[src/sv/mcr_pkg.sv]
package mcr_pkg;

	localparam int COORD_BITS = 12;
	localparam int OUT_BITS   = COORD_BITS + 1;
	localparam int RAD_BITS   = COORD_BITS - 1;
	localparam int DEC_BITS   = COORD_BITS + 2;

	localparam int S_TDATA_BITS = ((2 * COORD_BITS + RAD_BITS + 7) / 8) * 8;
	localparam int M_TDATA_BITS = ((2 * OUT_BITS + 7) / 8) * 8;

	// eight symmetric points per step
	localparam int PTS_PER_STEP = 8;
	localparam int PT_CNT_BITS  = $clog2(PTS_PER_STEP);
	localparam logic [PT_CNT_BITS-1:0] PT_LAST = PT_CNT_BITS'(PTS_PER_STEP - 1);

	// request kinds carried in s_tuser
	localparam logic REQ_START = 1'b0;
	localparam logic REQ_STEP  = 1'b1;

	// decision increments (integer form of the 5/4 - R midpoint test)
	localparam logic signed [DEC_BITS-1:0] DEC_INIT  = DEC_BITS'(1);
	localparam logic signed [DEC_BITS-1:0] DEC_DIAG  = DEC_BITS'(5);
	localparam logic signed [DEC_BITS-1:0] DEC_AXIS  = DEC_BITS'(3);

	// one step's worth of work handed to the point emitter
	typedef struct packed {
		logic signed [COORD_BITS-1:0] cx;
		logic signed [COORD_BITS-1:0] cy;
		logic signed [COORD_BITS-1:0] ox;
		logic signed [COORD_BITS-1:0] oy;
		logic                         done;
	} snap_t;

endpackage

[src/sv/mcr_emit.sv]
module mcr_emit (
	input  logic                              clk,
	input  logic                              arst_n,
	input  logic                              snap_load,
	input  mcr_pkg::snap_t                    snap_in,
	output logic                              snap_ready,
	output logic                              m_tvalid,
	input  logic                              m_tready,
	output logic [mcr_pkg::M_TDATA_BITS-1:0]  m_tdata,  // point_x, point_y
	output logic                              m_tlast,  // step_last
	output logic                              m_tuser   // circle_done
);

	mcr_pkg::snap_t                         snap_s1;
	logic                                   snap_valid_s1;
	logic [mcr_pkg::PT_CNT_BITS-1:0]        cnt_q;

	logic                                   m_tvalid_q;
	logic signed [mcr_pkg::OUT_BITS-1:0]    px_q;
	logic signed [mcr_pkg::OUT_BITS-1:0]    py_q;
	logic                                   last_q;
	logic                                   done_q;

	logic                                   out_load;
	logic                                   last_pt;
	logic signed [mcr_pkg::OUT_BITS-1:0]    a_ext;
	logic signed [mcr_pkg::OUT_BITS-1:0]    b_ext;
	logic signed [mcr_pkg::OUT_BITS-1:0]    da;
	logic signed [mcr_pkg::OUT_BITS-1:0]    db;
	logic signed [mcr_pkg::OUT_BITS-1:0]    px_d;
	logic signed [mcr_pkg::OUT_BITS-1:0]    py_d;

	assign out_load   = snap_valid_s1 && (!m_tvalid_q || m_tready);
	assign last_pt    = cnt_q == mcr_pkg::PT_LAST;
	assign snap_ready = !snap_valid_s1 || (last_pt && out_load);

	// point order: (x,y) (x,-y) (-x,-y) (-x,y) (y,x) (y,-x) (-y,-x) (-y,x)
	always_comb begin
		a_ext = cnt_q[2] ? mcr_pkg::OUT_BITS'(snap_s1.oy) : mcr_pkg::OUT_BITS'(snap_s1.ox);
		b_ext = cnt_q[2] ? mcr_pkg::OUT_BITS'(snap_s1.ox) : mcr_pkg::OUT_BITS'(snap_s1.oy);
		da    = cnt_q[1] ? -a_ext : a_ext;
		db    = (cnt_q[1] ^ cnt_q[0]) ? -b_ext : b_ext;
		px_d  = mcr_pkg::OUT_BITS'(snap_s1.cx) + da;
		py_d  = mcr_pkg::OUT_BITS'(snap_s1.cy) + db;
	end

	always_ff @(posedge clk or negedge arst_n) begin
		if (!arst_n) begin
			snap_valid_s1 <= 1'b0;
			cnt_q         <= '0;
			m_tvalid_q    <= 1'b0;
		end else begin
			if (snap_load) begin
				snap_valid_s1 <= 1'b1;
				cnt_q         <= '0;
			end else if (out_load) begin
				if (last_pt) begin
					snap_valid_s1 <= 1'b0;
				end
				cnt_q <= cnt_q + 1'b1;
			end
			if (out_load) begin
				m_tvalid_q <= 1'b1;
			end else if (m_tready) begin
				m_tvalid_q <= 1'b0;
			end
		end
	end

	always_ff @(posedge clk) begin
		if (snap_load) begin
			snap_s1 <= snap_in;
		end
		if (out_load) begin
			px_q   <= px_d;
			py_q   <= py_d;
			last_q <= last_pt;
			done_q <= last_pt && snap_s1.done;
		end
	end

	assign m_tvalid = m_tvalid_q;
	assign m_tdata  = mcr_pkg::M_TDATA_BITS'({py_q, px_q});
	assign m_tlast  = last_q;
	assign m_tuser  = done_q;

	// circle end is only ever flagged on the eighth point of a step
	a_done_on_last: assert property (@(posedge clk) disable iff (!arst_n)
		m_tvalid && m_tuser |-> m_tlast)
		else $error("circle_done without step_last");

	// a new snapshot never overwrites one with points still pending
	a_no_overrun: assert property (@(posedge clk) disable iff (!arst_n)
		snap_load |-> (!snap_valid_s1 || (last_pt && out_load)))
		else $error("snapshot overwritten");

endmodule

[src/sv/midpoint_circle_rasterizer_top.sv]
// Midpoint circle rasterizer, eight-way symmetric.
// Input stream s_*: s_tuser selects the request. A start request (tuser 0)
// latches center and radius and produces nothing; it also aborts a circle
// in progress. A step request (tuser 1) while a circle is active yields
// eight points on m_*; a step while idle is consumed with no output.
// Output stream m_*: one point per transaction, tlast on the eighth point
// of a step, tuser on the last point of the circle.
// Timing: the circle state (offsets, decision) updates in the cycle a step
// is accepted; its points pass through the snapshot register and then the
// output register, one per cycle while m_tready allows. The point emitter
// holds one step at a time, so the next step is taken in the same cycle its
// predecessor's eighth point is loaded. Start requests are held back the
// same way since s_tready is shared.
// Stall: when m_tready is low the output register holds its point and the
// emitter waits; s_tready drops once a step is queued behind it.
// Reset (arst_n low): circle idle, no points pending, all offsets zero.
module midpoint_circle_rasterizer_top (
	input  logic                              clk,
	input  logic                              arst_n,
	input  logic                              s_tvalid,
	output logic                              s_tready,
	input  logic [mcr_pkg::S_TDATA_BITS-1:0]  s_tdata,  // center_x, center_y, radius
	input  logic                              s_tuser,  // req_type
	output logic                              m_tvalid,
	input  logic                              m_tready,
	output logic [mcr_pkg::M_TDATA_BITS-1:0]  m_tdata,  // point_x, point_y
	output logic                              m_tlast,  // step_last
	output logic                              m_tuser   // circle_done
);

	localparam int CB = mcr_pkg::COORD_BITS;
	localparam int DB = mcr_pkg::DEC_BITS;

	logic signed [CB-1:0]  ox_q;
	logic signed [CB-1:0]  oy_q;
	logic signed [DB-1:0]  dec_q;
	logic signed [CB-1:0]  cx_q;
	logic signed [CB-1:0]  cy_q;
	logic                  drawing_q;

	logic                          s_accept;
	logic                          is_start;
	logic                          snap_load;
	logic                          snap_ready;
	logic signed [CB-1:0]          in_cx;
	logic signed [CB-1:0]          in_cy;
	logic [mcr_pkg::RAD_BITS-1:0]  in_rad;
	logic signed [CB-1:0]          rad_ext;

	logic signed [DB-1:0]  xe;
	logic signed [DB-1:0]  ye;
	logic signed [DB-1:0]  dec_n;
	logic signed [CB-1:0]  ox_n;
	logic signed [CB-1:0]  oy_n;
	logic                  done_n;
	mcr_pkg::snap_t        snap;

	assign in_cx   = s_tdata[CB-1:0];
	assign in_cy   = s_tdata[2*CB-1:CB];
	assign in_rad  = s_tdata[2*CB+mcr_pkg::RAD_BITS-1:2*CB];
	assign rad_ext = CB'(in_rad);

	assign s_tready  = snap_ready;
	assign s_accept  = s_tvalid && s_tready;
	assign is_start  = s_tuser == mcr_pkg::REQ_START;
	assign snap_load = s_accept && !is_start && drawing_q;

	// midpoint update; decision >= 0 means the midpoint lies outside
	always_comb begin
		xe   = DB'(ox_q);
		ye   = DB'(oy_q);
		ox_n = ox_q + CB'(1);
		if (!dec_q[DB-1]) begin
			dec_n = dec_q + DB'((xe - ye) <<< 1) + mcr_pkg::DEC_DIAG;
			oy_n  = oy_q - CB'(1);
		end else begin
			dec_n = dec_q + DB'(xe <<< 1) + mcr_pkg::DEC_AXIS;
			oy_n  = oy_q;
		end
		done_n = ox_n > oy_n;
	end

	always_comb begin
		snap.cx   = cx_q;
		snap.cy   = cy_q;
		snap.ox   = ox_q;
		snap.oy   = oy_q;
		snap.done = done_n;
	end

	always_ff @(posedge clk or negedge arst_n) begin
		if (!arst_n) begin
			ox_q      <= '0;
			oy_q      <= '0;
			dec_q     <= '0;
			cx_q      <= '0;
			cy_q      <= '0;
			drawing_q <= 1'b0;
		end else if (s_accept) begin
			if (is_start) begin
				cx_q      <= in_cx;
				cy_q      <= in_cy;
				ox_q      <= '0;
				oy_q      <= rad_ext;
				dec_q     <= mcr_pkg::DEC_INIT - DB'(rad_ext);
				drawing_q <= 1'b1;
			end else if (drawing_q) begin
				ox_q      <= ox_n;
				oy_q      <= oy_n;
				dec_q     <= dec_n;
				drawing_q <= !done_n;
			end
		end
	end

	mcr_emit u_emit (
		.clk        (clk),
		.arst_n     (arst_n),
		.snap_load  (snap_load),
		.snap_in    (snap),
		.snap_ready (snap_ready),
		.m_tvalid   (m_tvalid),
		.m_tready   (m_tready),
		.m_tdata    (m_tdata),
		.m_tlast    (m_tlast),
		.m_tuser    (m_tuser)
	);

	// the circle only ends on an accepted step
	a_end_on_step: assert property (@(posedge clk) disable iff (!arst_n)
		$fell(drawing_q) |-> $past(snap_load))
		else $error("drawing ended without a step");

	// a start transaction always leaves the circle active with x at zero
	a_start_state: assert property (@(posedge clk) disable iff (!arst_n)
		s_accept && is_start |=> drawing_q && ox_q == '0)
		else $error("start did not arm circle");

endmodule

[config.mk]
export PLATFORM = sky130hd
export DESIGN_NAME = midpoint_circle_rasterizer_top
export DESIGN_NICKNAME = d
export VERILOG_FILES = /design/src/sv/mcr_pkg.sv /design/src/sv/mcr_emit.sv /design/src/sv/midpoint_circle_rasterizer_top.sv
export SDC_FILE = /design/constraint.sdc
export NUM_CORES = 1
export LEC_CHECK = 0
export ABC_AREA = 1
export BUFFER_PORTS_ARGS = -buffer_cell sky130_fd_sc_hd__buf_2
export CORE_ASPECT_RATIO = 0.75
export CORE_MARGIN = 2
export CORE_UTILIZATION = 55
export CTS_BUF_LIST = sky130_fd_sc_hd__clkbuf_16
export CTS_CLUSTER_DIAMETER = 50
export DETAILED_ROUTE_END_ITERATION = 6
export GPL_ROUTABILITY_DRIVEN = 0
export GPL_TIMING_DRIVEN = 0
export PLACE_DENSITY = 0.82
export SYNTH_ARGS = -nofsm -noshare
export SYNTH_HDL_FRONTEND = slang
export SYNTH_SLANG_ARGS = --single-unit
[constraint.sdc]
create_clock -name clk -period 7.6 [get_ports clk]
set_input_delay 1.52 -clock clk [delete_from_list [all_inputs] [get_ports clk]]
set_output_delay 1.52 -clock clk [all_outputs]
set_load 0.01 [all_outputs]
==> results.md <==
Run status:
- The flow ran to the end, and the final reports show no timing, DRC or antenna violations.

Logic synthesis:
- By area the synthesized netlist is led by sky130_fd_sc_hd__edfxtp_1 23%, sky130_fd_sc_hd__dfrtp_1 17%, sky130_fd_sc_hd__ha_1 13%, sky130_fd_sc_hd__nand2_1 11%, sky130_fd_sc_hd__inv_1 5.7%.
- Summing the areas of all compound-gate instances in the mapped netlist gives 12.0% of the synthesized area.
- Averaged over all synthesized cells, the footprint is 8.28 um2.
- The multiplexer fraction of the synthesized cell area is 0.112%.
- The synthesized design contains 145 register bits.
- After synthesis, the netlist uses 47 different library cells.
- The fraction of registers with async set/reset is 46.9%.
- The count of flip-flops with a built-in enable after synthesis is 77.
- The synthesized netlist devotes 20.0% of its cell area to simple gates.
- Summed over all instances, the cell type with the most area after synthesis is sky130_fd_sc_hd__edfxtp_1.
- The synthesized netlist devotes 13.8% of its cell area to adder and majority cells.
- In the synthesized netlist the dominant register cell turns out to be sky130_fd_sc_hd__edfxtp_1.
- The fraction of synthesized cell area taken by the top area cell type is 23.0%.
- After Yosys synthesis, XOR and XNOR cells account for 6.82% of the synthesized area.
- The count of yosys warnings during synthesis is 0.
- The combinational family with the most area after synthesis is simple AND/OR/NAND/NOR gates.
- The synthesized netlist occupies a cell area of 10100 um2.
- The cell count after synthesis is 1214.
- For this run, the register share of the synthesized area comes to 39.9%.

Die:
- In this run the core area contains 42 standard-cell rows.
- The die covers 19400 um2.
- For this configuration, the core starts out at a cell density of 56.6%.
- In this run the count of I/O pins placed on the die edge is 81.
- The area of the core region is 17800 um2.
- The chip height is 121 um.
- The die span in x is 160 um.

Clock tree:
- After clock tree synthesis, the flow added hold-fix buffers numbering 0.
- In this run the post-CTS setup repair buffer count came out at 0.
- The worst-case clock buffer depth is 2.
- The H-tree generated during clock tree synthesis spans 4 levels.
- CTS placed an instance of sky130_fd_sc_hd__clkbuf_16 at the clock tree root.
- Clock-pin slew was measured on the worst setup and hold paths at 0.07 ns.
- TritonCTS built the clock tree.
- The insertion delay of the later-clocked pin in the worst-skew pair is 0.44 ns.
- In this run, CTS created clock tree buffers numbering 17.
- The count of cells resized by post-cts repair is 0.
- The CTS sink count is 145.

STA:
- Setup repair after global routing left no endpoint under its margin.
- The final period demand of the worst path is 3.95 ns.
- The worst slew slack as a fraction of its limit is 14.9%.
- At the pin with the least slew margin, the transition time is 1.27 ns.
- The maximum clock skew at final layout is 0.0132 ns.
- The total count of max-transition violations in the final report is 0.
- The hold slack is 0.445 ns.
- The final critical path takes up 52.0% of the cycle.
- The final count of hold timing violations is 0.
- The count of final setup violators is 0.
- Timing would allow up to 253 MHz.
- Adding up every negative setup slack in the final design gives 0 ns.
- The post-route worst setup slack is 3.65 ns.

Min path:
- The cell depth of the worst min-delay path is 0.
- The worst hold path belongs to the class flip-flop to flip-flop.

Worst setup path:
- The signal arrival time at the worst endpoint is 4.26 ns.
- The slowest stage of the critical path is the sky130_fd_sc_hd__dfrtp_1 cell.
- The cell repeated most along the worst path is sky130_fd_sc_hd__nand2_1.
- The cell family contributing the most delay on the critical path is simple AND/OR/NAND/NOR gates.
- The number of stages on the worst setup path is 23.
- Data on the critical path is required at its endpoint by 7.91 ns.
- The critical path buffer and inverter count is 3.
- The critical path class is flip-flop to flip-flop.
- The element type at the critical path start is a flip-flop.
- Of all nets on the critical path, the largest fanout is 6.
- Traced cell by cell, the critical path runs through inv_1, ha_1, inv_1, fa_1, nand2_1, nand2_1, nand3_1, nand2_1, a31oi_1, xor2_1, ha_1, ha_1, nand2_1, nor2_1, nand3_1, nand3_1, nand2_1, nand2_1, inv_1, nand2_1, nand3_1, nand3_1, a21oi_1.
- The worst register-to-register path has a depth of 23.
- The delay of the slowest critical-path stage is 0.46 ns.
- The worst setup path is captured at a flip-flop.

Layout:
- Compared with the post-synthesis result, the final layout area differs by 13.2%.
- In the final layout, the multi-input gates occupy 5320 um2.
- The net count reported at finish is 1462.
- The repair_antennas step left the layout with diodes totalling 0.
- The register area is 4010 um2.
- The number of fill cells in the layout is 1461.
- The core utilization of the finished layout is 64.1%.
- The fraction of final layout cells with drive strength greater than 1 is 9.76%.

Global routing:
- For this run, the total global-route usage over all layers was measured as 26.9%.
- The via count of the first global-routing pass is 8197.
- The first-pass GRT wire length is 41100 um.
- The total congestion overflow after global routing is 0.
- Entering global routing, the biggest net connects 65 pins.
- The initial antenna violation count came to 0.

Route:
- The routed design uses 2380 um of met3 wire.
- The detail-routed net length per standard cell is 16.4 um.
- In the final routing, the length of wire on met1 measures 11600 um.
- The count of TritonRoute iterations in the first routing pass is 6.
- The total met2 wirelength after detailed routing is 11300 um.
- The number of vias per cell is 5.66.
- The overall routed net length is 25700 um.
- The count of nets left with antenna violations once routing finished came out at 0.
- The total number of vias is 8856.
- After detailed routing, the number of remaining DRC violations is 0.
- The detailed router used layers up to and including met4.
- The number of DRC markers in iteration 0 is 1000.

Flow run:
- The number of max-capacitance violations reported is 0.

Place:
- The detailed placement HPWL is 18900 um.
- The number of port buffers is 69.
- The post-placement worst setup slack is 3.81 ns.
-- metal layers --
metal  up-vias  track usage, %
met1      4119            38.7
met4         0            5.41
met5         -               0
li1       4246               -
met3        58            6.29
met2       433            41.9
-- cells in the final DEF (no fill, tap or decap), drive strengths merged, types with 4 or more instances in the layout --
master	netlist	routed
clkinv	0	4
nor3	16	16
xor2	55	55
o21bai	5	5
edfxtp	77	77
o21ai	85	85
dfrtp	68	68
o21a	4	4
a21oi	73	73
conb	1	6
o22ai	7	7
a21o	4	4
nand2	301	301
clkinvlp	0	4
o211ai	4	4
nor2	71	71
inv	158	162
nand3	58	58
a21boi	5	5
a31oi	16	16
nand4	17	17
o31ai	4	4
fa	5	5
clkbuf	19	36
xnor2	18	18
buf	11	82
ha	103	103
or2	14	14
-- cell usage after synthesis, types with 6 or more instances --
library cell	instances
sky130_fd_sc_hd__edfxtp_1	77
sky130_fd_sc_hd__a21oi_1	73
sky130_fd_sc_hd__clkbuf_1	19
sky130_fd_sc_hd__nand3_1	58
sky130_fd_sc_hd__nor3_1	15
sky130_fd_sc_hd__o21ai_1	15
sky130_fd_sc_hd__nor2_1	70
sky130_fd_sc_hd__inv_2	6
sky130_fd_sc_hd__o22ai_1	7
sky130_fd_sc_hd__a31oi_1	16
sky130_fd_sc_hd__o21ai_0	67
sky130_fd_sc_hd__nand2_1	301
sky130_fd_sc_hd__ha_1	103
sky130_fd_sc_hd__dfrtp_1	68
sky130_fd_sc_hd__xnor2_1	18
sky130_fd_sc_hd__or2_1	6
sky130_fd_sc_hd__inv_1	152
sky130_fd_sc_hd__nand4_1	17
sky130_fd_sc_hd__xor2_1	55
sky130_fd_sc_hd__buf_4	7
-- worst register-to-register path, stage by stage (launching register included) --
cell and delay (ns):
sky130_fd_sc_hd__dfrtp_1 0.46, sky130_fd_sc_hd__inv_1 0.17, sky130_fd_sc_hd__ha_1 0.21, sky130_fd_sc_hd__inv_1 0.11, sky130_fd_sc_hd__fa_1 0.41, sky130_fd_sc_hd__nand2_1 0.08
sky130_fd_sc_hd__nand2_1 0.10, sky130_fd_sc_hd__nand3_1 0.12, sky130_fd_sc_hd__nand2_1 0.13, sky130_fd_sc_hd__a31oi_1 0.23, sky130_fd_sc_hd__xor2_1 0.23, sky130_fd_sc_hd__ha_1 0.28
sky130_fd_sc_hd__ha_1 0.34, sky130_fd_sc_hd__nand2_1 0.09, sky130_fd_sc_hd__nor2_1 0.14, sky130_fd_sc_hd__nand3_1 0.14, sky130_fd_sc_hd__nand3_1 0.10, sky130_fd_sc_hd__nand2_1 0.05
sky130_fd_sc_hd__nand2_1 0.11, sky130_fd_sc_hd__inv_1 0.05, sky130_fd_sc_hd__nand2_1 0.06, sky130_fd_sc_hd__nand3_1 0.07, sky130_fd_sc_hd__nand3_1 0.10, sky130_fd_sc_hd__a21oi_1 0.07
-- path summary, 6_finish.rpt --
| path | from | end | slack (ns) |
|---|---|---|---|
| setup / recovery | ox_q[0]$_DFFE_PN0P_ | dec_q[13]$_DFFE_PN0P_ | 3.65 |
| hold / removal | cx_q[1]$_DFFE_PN0P_ | u_emit.snap_s1[38]$_DFFE_PP_ | 0.45 |
| setup reg to reg | ox_q[0]$_DFFE_PN0P_ | dec_q[13]$_DFFE_PN0P_ | 3.65 |
| hold reg to reg | cx_q[1]$_DFFE_PN0P_ | u_emit.snap_s1[38]$_DFFE_PP_ | 0.45 |
| max in group asynchronous | arst_n | ox_q[5]$_DFFE_PN0P_ | 6.16 |
| min in group asynchronous | arst_n | cy_q[5]$_DFFE_PN0P_ | 0.89 |
-- stage by stage --
stage | instances | area, um2
after floorplan | 1219 | 10100
after global placement | 1530 | 10700
after detailed placement | 1532 | 10800
after CTS | 1564 | 11400
after global routing | 1564 | 11400
final | 1564 | 11400
-- flip-flops by register name (all words and copies together) (netlist names) --
signal / cells
u_emit.snap_s1: 49
dec_q: 14
u_emit.px_q: 13
u_emit.py_q: 13
cx_q: 12
cy_q: 12
ox_q: 12
oy_q: 12
u_emit.cnt_q: 3
drawing_q: 1
u_emit.m_tlast: 1
u_emit.m_tuser: 1
u_emit.m_tvalid: 1
u_emit.snap_valid_s1: 1
-- logic make-up after synthesis --
family | Yosys count
buffers and inverters | 188
xor gates and xnor gates | 75
other | 1
DFF | 145
muxes | 1
adders and majority gates | 108
and+or+nand+nor | 482
AOI/OAI and AO/OA | 214
-- layout make-up --
cell class | count | share of cell area (%)
clock buffers | 17 | 3.74
well taps | 242 | 2.66
flip-flops and latches | 145 | 35.3
repair buffers | 71 | 3.47
plain buffers | 30 | 1.31
inverters | 158 | 5.21
clock inverters | 15 | 1.58
multi-input cells | 886 | 46.8
Power is not shown: default switching activity piles up to over one toggle a cycle in this logic, so the estimate is an artifact.
